<file path="src/rtl/uvld_pkg.sv">
// ----------------------------------------------------------------------------
// uvld_pkg
// Types and constants for the UTF-8 stream validator.
// ----------------------------------------------------------------------------
package uvld_pkg;

  localparam int OFFSET_BITS = 16;
  localparam logic [OFFSET_BITS-1:0] POS_MAX = '1;

  localparam int QUEUE_DEPTH = 4;
  localparam int QPTR_BITS   = $clog2(QUEUE_DEPTH);
  localparam int QCNT_BITS   = $clog2(QUEUE_DEPTH + 1);

  localparam int CP_BITS = 21;
  localparam logic [CP_BITS-1:0] CP_MAX       = 21'h10ffff;
  localparam logic [CP_BITS-1:0] SURR_LO      = 21'h00d800;
  localparam logic [CP_BITS-1:0] SURR_HI      = 21'h00dfff;
  localparam logic [CP_BITS-1:0] CP_2BYTE_MIN = 21'h000080;
  localparam logic [CP_BITS-1:0] CP_3BYTE_MIN = 21'h000800;
  localparam logic [CP_BITS-1:0] CP_4BYTE_MIN = 21'h010000;

  localparam logic [2:0] ERR_NONE       = 3'd0;
  localparam logic [2:0] ERR_TRUNCATED  = 3'd1;
  localparam logic [2:0] ERR_BAD_LEAD   = 3'd2;
  localparam logic [2:0] ERR_INCOMPLETE = 3'd3;
  localparam logic [2:0] ERR_OVERLONG   = 3'd4;
  localparam logic [2:0] ERR_BAD_POINT  = 3'd5;

  localparam logic [2:0] LEN_1 = 3'd1;
  localparam logic [2:0] LEN_2 = 3'd2;
  localparam logic [2:0] LEN_3 = 3'd3;
  localparam logic [2:0] LEN_4 = 3'd4;

  typedef enum logic [2:0] {
    CLS_ASCII,
    CLS_LEAD2,
    CLS_LEAD3,
    CLS_LEAD4,
    CLS_TRAIL,
    CLS_INVALID
  } byte_cls_t;

  typedef struct packed {
    logic [7:0] data_byte;
    logic       is_last;
  } in_word_t;

  typedef struct packed {
    logic                   valid_res;
    logic [2:0]             error_code;
    logic [OFFSET_BITS-1:0] error_offset;
  } out_word_t;

  // Classified byte as it travels through the queue.
  typedef struct packed {
    byte_cls_t  cls;
    logic [6:0] bits;
    logic       is_last;
  } cls_word_t;

endpackage

</file>
<file path="src/rtl/uvld_front.sv">
// ----------------------------------------------------------------------------
// uvld_front
// Classifies each incoming byte as ASCII, a lead, a trail or invalid.
// ----------------------------------------------------------------------------
module uvld_front (
  input  uvld_pkg::in_word_t  in_word,
  output uvld_pkg::cls_word_t cls_word
);
  import uvld_pkg::*;

  logic [7:0] b;

  assign b = in_word.data_byte;

  always_comb begin
    cls_word.is_last = in_word.is_last;
    cls_word.bits    = {1'b0, b[5:0]};
    cls_word.cls     = CLS_INVALID;
    unique casez (b)
      8'b0???????: begin
        cls_word.cls  = CLS_ASCII;
        cls_word.bits = b[6:0];
      end
      8'b10??????: begin
        cls_word.cls  = CLS_TRAIL;
        cls_word.bits = {1'b0, b[5:0]};
      end
      8'b110?????: begin
        cls_word.cls  = CLS_LEAD2;
        cls_word.bits = {2'b00, b[4:0]};
      end
      8'b1110????: begin
        cls_word.cls  = CLS_LEAD3;
        cls_word.bits = {3'b000, b[3:0]};
      end
      8'b11110???: begin
        cls_word.cls  = CLS_LEAD4;
        cls_word.bits = {4'b0000, b[2:0]};
      end
      default: begin
        cls_word.cls  = CLS_INVALID;
        cls_word.bits = 7'd0;
      end
    endcase
  end

endmodule

</file>
<file path="src/rtl/uvld_queue.sv">
// ----------------------------------------------------------------------------
// uvld_queue
// Short FIFO of classified words between the front and the back.
// ----------------------------------------------------------------------------
module uvld_queue (
  input  logic                clk,
  input  logic                rst_n,
  input  logic                push,
  input  uvld_pkg::cls_word_t push_word,
  input  logic                pop,
  output uvld_pkg::cls_word_t head_word,
  output logic                not_empty,
  output logic                full
);
  import uvld_pkg::*;

  cls_word_t            entry_r [QUEUE_DEPTH];
  logic [QPTR_BITS-1:0] wr_ptr_r, wr_ptr_nxt;
  logic [QPTR_BITS-1:0] rd_ptr_r, rd_ptr_nxt;
  logic [QCNT_BITS-1:0] count_r, count_nxt;

  assign not_empty = (count_r != '0);
  assign full      = (count_r == QCNT_BITS'(QUEUE_DEPTH));
  assign head_word = entry_r[rd_ptr_r];

  always_comb begin
    wr_ptr_nxt = push ? wr_ptr_r + 1'b1 : wr_ptr_r;
    rd_ptr_nxt = pop  ? rd_ptr_r + 1'b1 : rd_ptr_r;
    count_nxt  = count_r;
    if (push && !pop) begin
      count_nxt = count_r + 1'b1;
    end else if (pop && !push) begin
      count_nxt = count_r - 1'b1;
    end
  end

  always_ff @(posedge clk) begin
    if (!rst_n) begin
      wr_ptr_r <= '0;
      rd_ptr_r <= '0;
      count_r  <= '0;
    end else begin
      wr_ptr_r <= wr_ptr_nxt;
      rd_ptr_r <= rd_ptr_nxt;
      count_r  <= count_nxt;
    end
  end

  always_ff @(posedge clk) begin
    if (push) begin
      entry_r[wr_ptr_r] <= push_word;
    end
  end

endmodule

</file>
<file path="src/rtl/uvld_back.sv">
// ----------------------------------------------------------------------------
// uvld_back
// Runs the sequence state per classified word and registers the result.
// ----------------------------------------------------------------------------
module uvld_back (
  input  logic                clk,
  input  logic                rst_n,
  input  uvld_pkg::cls_word_t head_word,
  input  logic                head_valid,
  output logic                pop,
  output logic                out_valid,
  input  logic                out_stall,
  output uvld_pkg::out_word_t out_word
);
  import uvld_pkg::*;

  logic [OFFSET_BITS-1:0] position_r, position_nxt;
  logic [OFFSET_BITS-1:0] seq_start_r, seq_start_nxt;
  logic [1:0]             trail_left_r, trail_left_nxt;
  logic [2:0]             seq_len_r, seq_len_nxt;
  logic [CP_BITS-1:0]     partial_r, partial_nxt;
  logic                   fail_r, fail_nxt;
  logic [2:0]             fail_kind_r, fail_kind_nxt;
  logic [OFFSET_BITS-1:0] fail_off_r, fail_off_nxt;

  logic                   out_valid_r, out_valid_nxt;
  out_word_t              out_word_r, out_word_nxt;

  logic                   out_free;
  logic [CP_BITS-1:0]     cp;
  logic [OFFSET_BITS-1:0] pos_inc;
  logic                   bad_point;
  logic                   overlong;

  // A result can only be loaded when the output register is free or leaving.
  assign out_free  = !out_valid_r || !out_stall;
  assign pop       = head_valid && (!head_word.is_last || out_free);
  assign out_valid = out_valid_r;
  assign out_word  = out_word_r;

  assign cp      = {partial_r[CP_BITS-7:0], head_word.bits[5:0]};
  assign pos_inc = (position_r != POS_MAX) ? position_r + 1'b1 : position_r;

  assign bad_point = (cp > CP_MAX) || ((cp >= SURR_LO) && (cp <= SURR_HI));
  assign overlong  = ((cp < CP_2BYTE_MIN) && (seq_len_r != LEN_1)) ||
                     ((cp >= CP_2BYTE_MIN) && (cp < CP_3BYTE_MIN) && (seq_len_r != LEN_2)) ||
                     ((cp >= CP_3BYTE_MIN) && (cp < CP_4BYTE_MIN) && (seq_len_r != LEN_3));

  always_comb begin
    position_nxt   = position_r;
    seq_start_nxt  = seq_start_r;
    trail_left_nxt = trail_left_r;
    seq_len_nxt    = seq_len_r;
    partial_nxt    = partial_r;
    fail_nxt       = fail_r;
    fail_kind_nxt  = fail_kind_r;
    fail_off_nxt   = fail_off_r;
    out_valid_nxt  = out_valid_r && out_stall;
    out_word_nxt   = out_word_r;

    if (pop) begin
      if (!fail_r) begin
        if (trail_left_r == 2'd0) begin
          case (head_word.cls)
            CLS_ASCII: begin
              seq_start_nxt = position_r;
              seq_len_nxt   = LEN_1;
              partial_nxt   = CP_BITS'(head_word.bits);
            end
            CLS_LEAD2: begin
              seq_start_nxt  = position_r;
              seq_len_nxt    = LEN_2;
              trail_left_nxt = 2'd1;
              partial_nxt    = CP_BITS'(head_word.bits);
            end
            CLS_LEAD3: begin
              seq_start_nxt  = position_r;
              seq_len_nxt    = LEN_3;
              trail_left_nxt = 2'd2;
              partial_nxt    = CP_BITS'(head_word.bits);
            end
            CLS_LEAD4: begin
              seq_start_nxt  = position_r;
              seq_len_nxt    = LEN_4;
              trail_left_nxt = 2'd3;
              partial_nxt    = CP_BITS'(head_word.bits);
            end
            default: begin
              fail_nxt      = 1'b1;
              fail_kind_nxt = ERR_BAD_LEAD;
              fail_off_nxt  = position_r;
            end
          endcase
        end else if (head_word.cls != CLS_TRAIL) begin
          fail_nxt       = 1'b1;
          fail_kind_nxt  = ERR_INCOMPLETE;
          fail_off_nxt   = seq_start_r;
          trail_left_nxt = 2'd0;
        end else begin
          partial_nxt    = cp;
          trail_left_nxt = trail_left_r - 1'b1;
          if (trail_left_r == 2'd1) begin
            if (bad_point) begin
              fail_nxt      = 1'b1;
              fail_kind_nxt = ERR_BAD_POINT;
              fail_off_nxt  = seq_start_r;
            end else if (overlong) begin
              fail_nxt      = 1'b1;
              fail_kind_nxt = ERR_OVERLONG;
              fail_off_nxt  = seq_start_r;
            end
          end
        end
      end

      position_nxt = pos_inc;

      if (head_word.is_last) begin
        // A string that ends with trail bytes still owed is truncated.
        if (!fail_nxt && trail_left_nxt != 2'd0) begin
          fail_nxt      = 1'b1;
          fail_kind_nxt = ERR_TRUNCATED;
          fail_off_nxt  = seq_start_nxt;
        end
        out_valid_nxt = 1'b1;
        if (fail_nxt) begin
          out_word_nxt.valid_res    = 1'b0;
          out_word_nxt.error_code   = fail_kind_nxt;
          out_word_nxt.error_offset = fail_off_nxt;
        end else begin
          out_word_nxt.valid_res    = 1'b1;
          out_word_nxt.error_code   = ERR_NONE;
          out_word_nxt.error_offset = pos_inc;
        end
        position_nxt   = '0;
        seq_start_nxt  = '0;
        trail_left_nxt = 2'd0;
        seq_len_nxt    = 3'd0;
        partial_nxt    = '0;
        fail_nxt       = 1'b0;
        fail_kind_nxt  = ERR_NONE;
        fail_off_nxt   = '0;
      end
    end
  end

  always_ff @(posedge clk) begin
    if (!rst_n) begin
      position_r   <= '0;
      seq_start_r  <= '0;
      trail_left_r <= 2'd0;
      seq_len_r    <= 3'd0;
      partial_r    <= '0;
      fail_r       <= 1'b0;
      fail_kind_r  <= ERR_NONE;
      fail_off_r   <= '0;
      out_valid_r  <= 1'b0;
    end else begin
      position_r   <= position_nxt;
      seq_start_r  <= seq_start_nxt;
      trail_left_r <= trail_left_nxt;
      seq_len_r    <= seq_len_nxt;
      partial_r    <= partial_nxt;
      fail_r       <= fail_nxt;
      fail_kind_r  <= fail_kind_nxt;
      fail_off_r   <= fail_off_nxt;
      out_valid_r  <= out_valid_nxt;
    end
  end

  always_ff @(posedge clk) begin
    out_word_r <= out_word_nxt;
  end

`ifndef SYNTHESIS
  // A latched failure always abandons the open sequence.
  a_fail_no_trail: assert property (@(posedge clk) disable iff (!rst_n)
    fail_r |-> (trail_left_r == 2'd0))
    else $error("failure latched with trail bytes still owed");

  // The valid flag and the error code must agree.
  a_res_consistent: assert property (@(posedge clk) disable iff (!rst_n)
    out_valid_r |-> (out_word_r.valid_res == (out_word_r.error_code == ERR_NONE)))
    else $error("result flag and error code disagree");

  // The last word of a string leaves the state cleared for the next string.
  a_clear_after_last: assert property (@(posedge clk) disable iff (!rst_n)
    pop && head_word.is_last |=> (position_r == '0) && !fail_r && out_valid_r)
    else $error("state not cleared after last word");

  // A failure stays latched until the string ends.
  a_fail_sticky: assert property (@(posedge clk) disable iff (!rst_n)
    fail_r && !(pop && head_word.is_last) |=> fail_r)
    else $error("latched failure dropped inside a string");
`endif

endmodule

</file>
<file path="src/rtl/utf8_stream_validator.sv">
// ----------------------------------------------------------------------------
// utf8_stream_validator
// Checks a byte stream for well-formed UTF-8, one string at a time.
// ----------------------------------------------------------------------------
// Usage: send a string one byte per word on the in_ channel with is_last set
// on its final byte. For each such final byte one result word appears on the
// out_ channel: valid_res, the first error code, and the offset of the lead
// byte of the failing sequence (or the string length when the string is
// valid). Offsets saturate at the top of their range. Strings follow each
// other with no gap.
// Throughput is one byte per cycle while in_stall is low. An accepted byte
// is classified by the front and written into a four-word queue; the back
// then pops it, updates the sequence state and, when it is the last byte,
// loads its result into the output register.
// Reset (rst_n low, synchronous) empties the queue, clears the sequence state
// and drops any pending result. When out_stall holds a result, the back keeps
// consuming bytes up to the next last byte, then the queue fills and in_stall
// rises once it is full.
// ----------------------------------------------------------------------------
module utf8_stream_validator (
  input  logic                clk,
  input  logic                rst_n,
  input  logic                in_valid,
  output logic                in_stall,
  input  uvld_pkg::in_word_t  in_payload,
  output logic                out_valid,
  input  logic                out_stall,
  output uvld_pkg::out_word_t out_payload
);
  import uvld_pkg::*;

  cls_word_t cls_word;
  cls_word_t head_word;
  logic      q_full;
  logic      q_not_empty;
  logic      q_pop;
  logic      q_push;

  assign in_stall = q_full;
  assign q_push   = in_valid && !q_full;

  uvld_front u_front (
    .in_word  (in_payload),
    .cls_word (cls_word)
  );

  uvld_queue u_queue (
    .clk       (clk),
    .rst_n     (rst_n),
    .push      (q_push),
    .push_word (cls_word),
    .pop       (q_pop),
    .head_word (head_word),
    .not_empty (q_not_empty),
    .full      (q_full)
  );

  uvld_back u_back (
    .clk        (clk),
    .rst_n      (rst_n),
    .head_word  (head_word),
    .head_valid (q_not_empty),
    .pop        (q_pop),
    .out_valid  (out_valid),
    .out_stall  (out_stall),
    .out_word   (out_payload)
  );

endmodule
</file>
<file path="config.mk">
export PLATFORM = sky130hd
export DESIGN_NAME = utf8_stream_validator
export DESIGN_NICKNAME = d
export VERILOG_FILES = /design/src/rtl/uvld_pkg.sv /design/src/rtl/uvld_front.sv /design/src/rtl/uvld_queue.sv /design/src/rtl/uvld_back.sv /design/src/rtl/utf8_stream_validator.sv
export SDC_FILE = /design/constraint.sdc
export NUM_CORES = 1
export LEC_CHECK = 0
export BUFFER_PORTS_ARGS = -buffer_cell sky130_fd_sc_hd__buf_2
export CORE_ASPECT_RATIO = 0.8
export CORE_MARGIN = 1.5
export CORE_UTILIZATION = 57
export CTS_CLUSTER_DIAMETER = 40
export CTS_CLUSTER_SIZE = 8
export DETAILED_ROUTE_END_ITERATION = 12
export HOLD_SLACK_MARGIN = 0.15
export MAX_ROUTING_LAYER = met4
export PLACE_DENSITY_LB_ADDON = 0.12
export SYNTH_ARGS = -nofsm -noshare
export SYNTH_HDL_FRONTEND = slang
export SYNTH_SLANG_ARGS = --single-unit
export TNS_END_PERCENT = 10
</file>
<file path="constraint.sdc">
create_clock -name clk -period 4.55 [get_ports clk]
set_clock_uncertainty 0.15 [all_clocks]
set_input_delay 0.2275 -clock clk [delete_from_list [all_inputs] [get_ports clk]]
set_output_delay 0.2275 -clock clk [all_outputs]
set_load 0.01 [all_outputs]
</file>
==> impl_metrics.yaml <==
status:
  status: "finished, final reports clean"
logic_synthesis:
  synth_top_family_by_area: "simple AND/OR/NAND/NOR gates"
  synthMuxAreaShare_pct: 10.22
  post-synth-top-count-cell: "dfxtp_1"
  syn_nets: 686
  ys.flop_type: "dfxtp_1"
  netlist.top_cell.by_area: "edfxtp_1"
  yosysSeqAreaShare_pct: 50.19
  async_flop_share_pct: 0
  syn_inst: 664
  synth_common_cells: "82 x dfxtp_1, 64 x edfxtp_1, 52 x nand2_1, 48 x o21ai_0, 38 x clkbuf_1"
  synth-compound-area-share_pct: 15.49
  synth_edf_count: 64
  synth.distinct_cells: 67
  avgSynthCellArea_sq_um: 10.69
  synth_area_sq_um: 7099
  synthTopCellsByArea: "edfxtp_1 27%, dfxtp_1 23%, mux2i_1 4.1%"
  synthAdderAreaFrac_pct: 1.692
  synth_top_area_share_pct: 27.07
  synth_xor_area_share_pct: 1.604
  yosysWarnings: 0
  synthSimpleGateAreaFrac_pct: 17.11
  ys_seq_elements: 146
floorplan:
  coreArea_sq_um: 12160
  die_height_um: 102.8
  die_w_um: 127.8
  fp-row-count: 36
  boundaryPins: 35
  start_util_pct: 58.37
  die-area_sq_um: 13140
sta:
  tns_ps: 0
  post-route-period-util_pct: 82.96
  tightest_slew_ps: 937.0
  max_freq_mhz: 264.9
  period_minus_slack_ps: 3775
  finalSetupViolCount: 0
  slew_headroom_pct: 37.53
  drv_slew: 0
  hold_violations: 0
  rsz0062_at_grt: "false"
power_and_ir_drop:
  powerDensity_nw_per_um2: 628.7
  design_power_total_mw: 5.055
  peakVddDrop_mv: 0.3564
  p_leak_nw: 2.917
worst_hold_path:
  hp-class: "input pin to flop"
setup_path:
  crit_type: "flop to flop"
  startpoint_type: "flop"
  required_ps: 4610
  cp.arrival_ps: 3840
  cp_max_fo: 17
  crit_path_end_kind: "flop"
layout:
  layout.cells.non_filler: 856
  utilization_pct: 66.11
  diodes: 0
  syn_to_final_growth_pct: 13.25
  final_net_count: 713
  layout-drive-gt1-share_pct: 13.92
global_routing:
  grt_usage_pct: 27.81
  grt_max_degree: 72
  antenna_found_initial: 0
  grt_pass1_wl_um: 26860
  grt_pass1_vias: 5050
  gr-total-overflow: 0
place:
  io_buffers: 34
  dp.final_hpwl_um: 11250
  dp_cells: 812
  gp_congestion: 0.8934
clock_tree:
  clk_pin_slew_ps: 60
  clk_latency_ps: 430
  numCtsBuffers: 17
  clk_path_buf_depth: 2
  h-tree-depth: 4
  cts-root-buf: "clkbuf_16"
  ctsResizeCount: 0
  cts_tree: "done"
  clock_sinks: 146
routing:
  drc_errors: 0
  wl_um: 16940
  wl_per_cell_um: 19.79
  drt_iter0_drc: 711
  dr_total_vias: 5427
  via_per_inst: 6.340
  ant_nets: 0
  drtPass1Iterations: 5
run:
  max_cap_viol_count: 0
## power by group
part | switching (mW) | internal (mW)
logic | 1.20 | 0.655
clock network | 0.554 | 0.860
registers | 0.156 | 1.63
total | 1.91 | 3.14
## what timing repair did
action / CTS / global route
setup endpoints to repair: 0 / 0
hold buffers: 12 / 0
setup buffers: 0 / 0
endpoints found under the hold margin: 45 / 0
## critical path: stages, from the launching register on
cell	delay (ps)
dfxtp_1	740
mux4_1	760
nor2_2	610
nand2_1	150
o221a_4	170
nand3_4	280
mux2_2	390
o21ai_0	300
## cells in the final DEF, fill, tap and decap left out, types with 3 or more instances in the layout
| cell | count |
|---|---|
| a21boi_0 | 16 |
| a21oi_1 | 24 |
| a221o_1 | 16 |
| a222oi_1 | 7 |
| a22o_1 | 6 |
| a22oi_1 | 12 |
| a31oi_1 | 3 |
| and2_1 | 37 |
| and3_1 | 13 |
| buf_2 | 34 |
| buf_4 | 12 |
| bufinv_16 | 3 |
| clkbuf_16 | 17 |
| clkinv_2 | 5 |
| dfxtp_1 | 82 |
| dlygate4sd3_1 | 12 |
| edfxtp_1 | 64 |
| ha_1 | 8 |
| inv_1 | 10 |
| mux2_2 | 11 |
| mux2i_1 | 29 |
| mux4_1 | 10 |
| nand2_1 | 52 |
| nand2b_1 | 6 |
| nand3_1 | 25 |
| nand3b_1 | 6 |
| nand4_1 | 4 |
| nor2_1 | 22 |
| nor2b_1 | 22 |
| nor3_1 | 12 |
| nor3b_1 | 3 |
| nor4_1 | 6 |
| o21a_1 | 3 |
| o21ai_0 | 48 |
| o22ai_1 | 3 |
| o2bb2ai_1 | 4 |
| or2_2 | 3 |
| xnor2_1 | 8 |
| xor2_1 | 5 |
## final cells by class
type	instances	area (sq um)
clock buffer	18	429.2
tap	152	190.2
clock inverter	14	162.7
fill	925	4121
multi-input combinational	458	3277
sequential	146	3563
timing repair buffer	58	380.4
inverter	10	37.54
## state kept, by name, indices dropped and copies added (netlist names), named ones only
signal	flops
u_back.seq_start_r	16
u_queue.rd_ptr_r	2
u_back.out_valid	1
u_back.seq_len_r	3
u_queue.entry_r	44
u_back.fail_off_r	16
u_back.fail_kind_r	3
u_back.position_r	16
u_back.fail_r	1
u_queue.wr_ptr_r	2
u_back.partial_r	15
u_back.trail_left_r	2
u_queue.count_r	3
u_back.out_word	20
## metrics by stage
| stage | hold slack (ps) | setup WS, ps | instance area, sq um |
|---|---|---|---|
| 2_1_floorplan | 176.4 | 1276 | 7099 |
| 3_3_place_gp | 288.6 | 718.3 | 7328 |
| 3_5_place_dp | 295.3 | 744.5 | 7328 |
| 4_1_cts | 205.6 | 724.6 | 8040 |
| 5_1_grt | 249.6 | 485.7 | 8040 |
| 6_report | 213.5 | 775.1 | 8040 |
## path summary, 6_finish.rpt
path	cells past startpoint	endpoint	start	slack (ps)
hold / removal	4	u_queue.wr_ptr_r[1]	in_valid	210
setup / recovery	7	u_back.out_word[6]	flop	780
hold reg to reg	1	u_back.fail_off_r[2]	u_back.fail_off_r[2]	320
setup reg to reg	7	u_back.out_word[6]	flop	780
## routing by layer
layer / share of wire [%] / global-route usage [%] / vias up / wire [um]
li1: - / - / 2533 / -
met1: 47 / 39.47 / 2627 / 7969
met2: 43 / 38.79 / 241 / 7252
met3: 9.0 / 7.421 / 26 / 1520
met4: 1.1 / 8.989 / 0 / 194
met5: 0 / - / - / 0
## cell families (layout without fill, tap and decap cells)
family,count (synthesis),after routing
multiplexers,53,53
adder cells (fa/ha/maj),9,9
AND/OR/NAND/NOR,224,224
buffers and inverters,60,100
XOR/XNOR,13,13
flip-flops,146,146
AO/OA/AOI/OAI,159,159
Power figures use the tool's default switching activity.
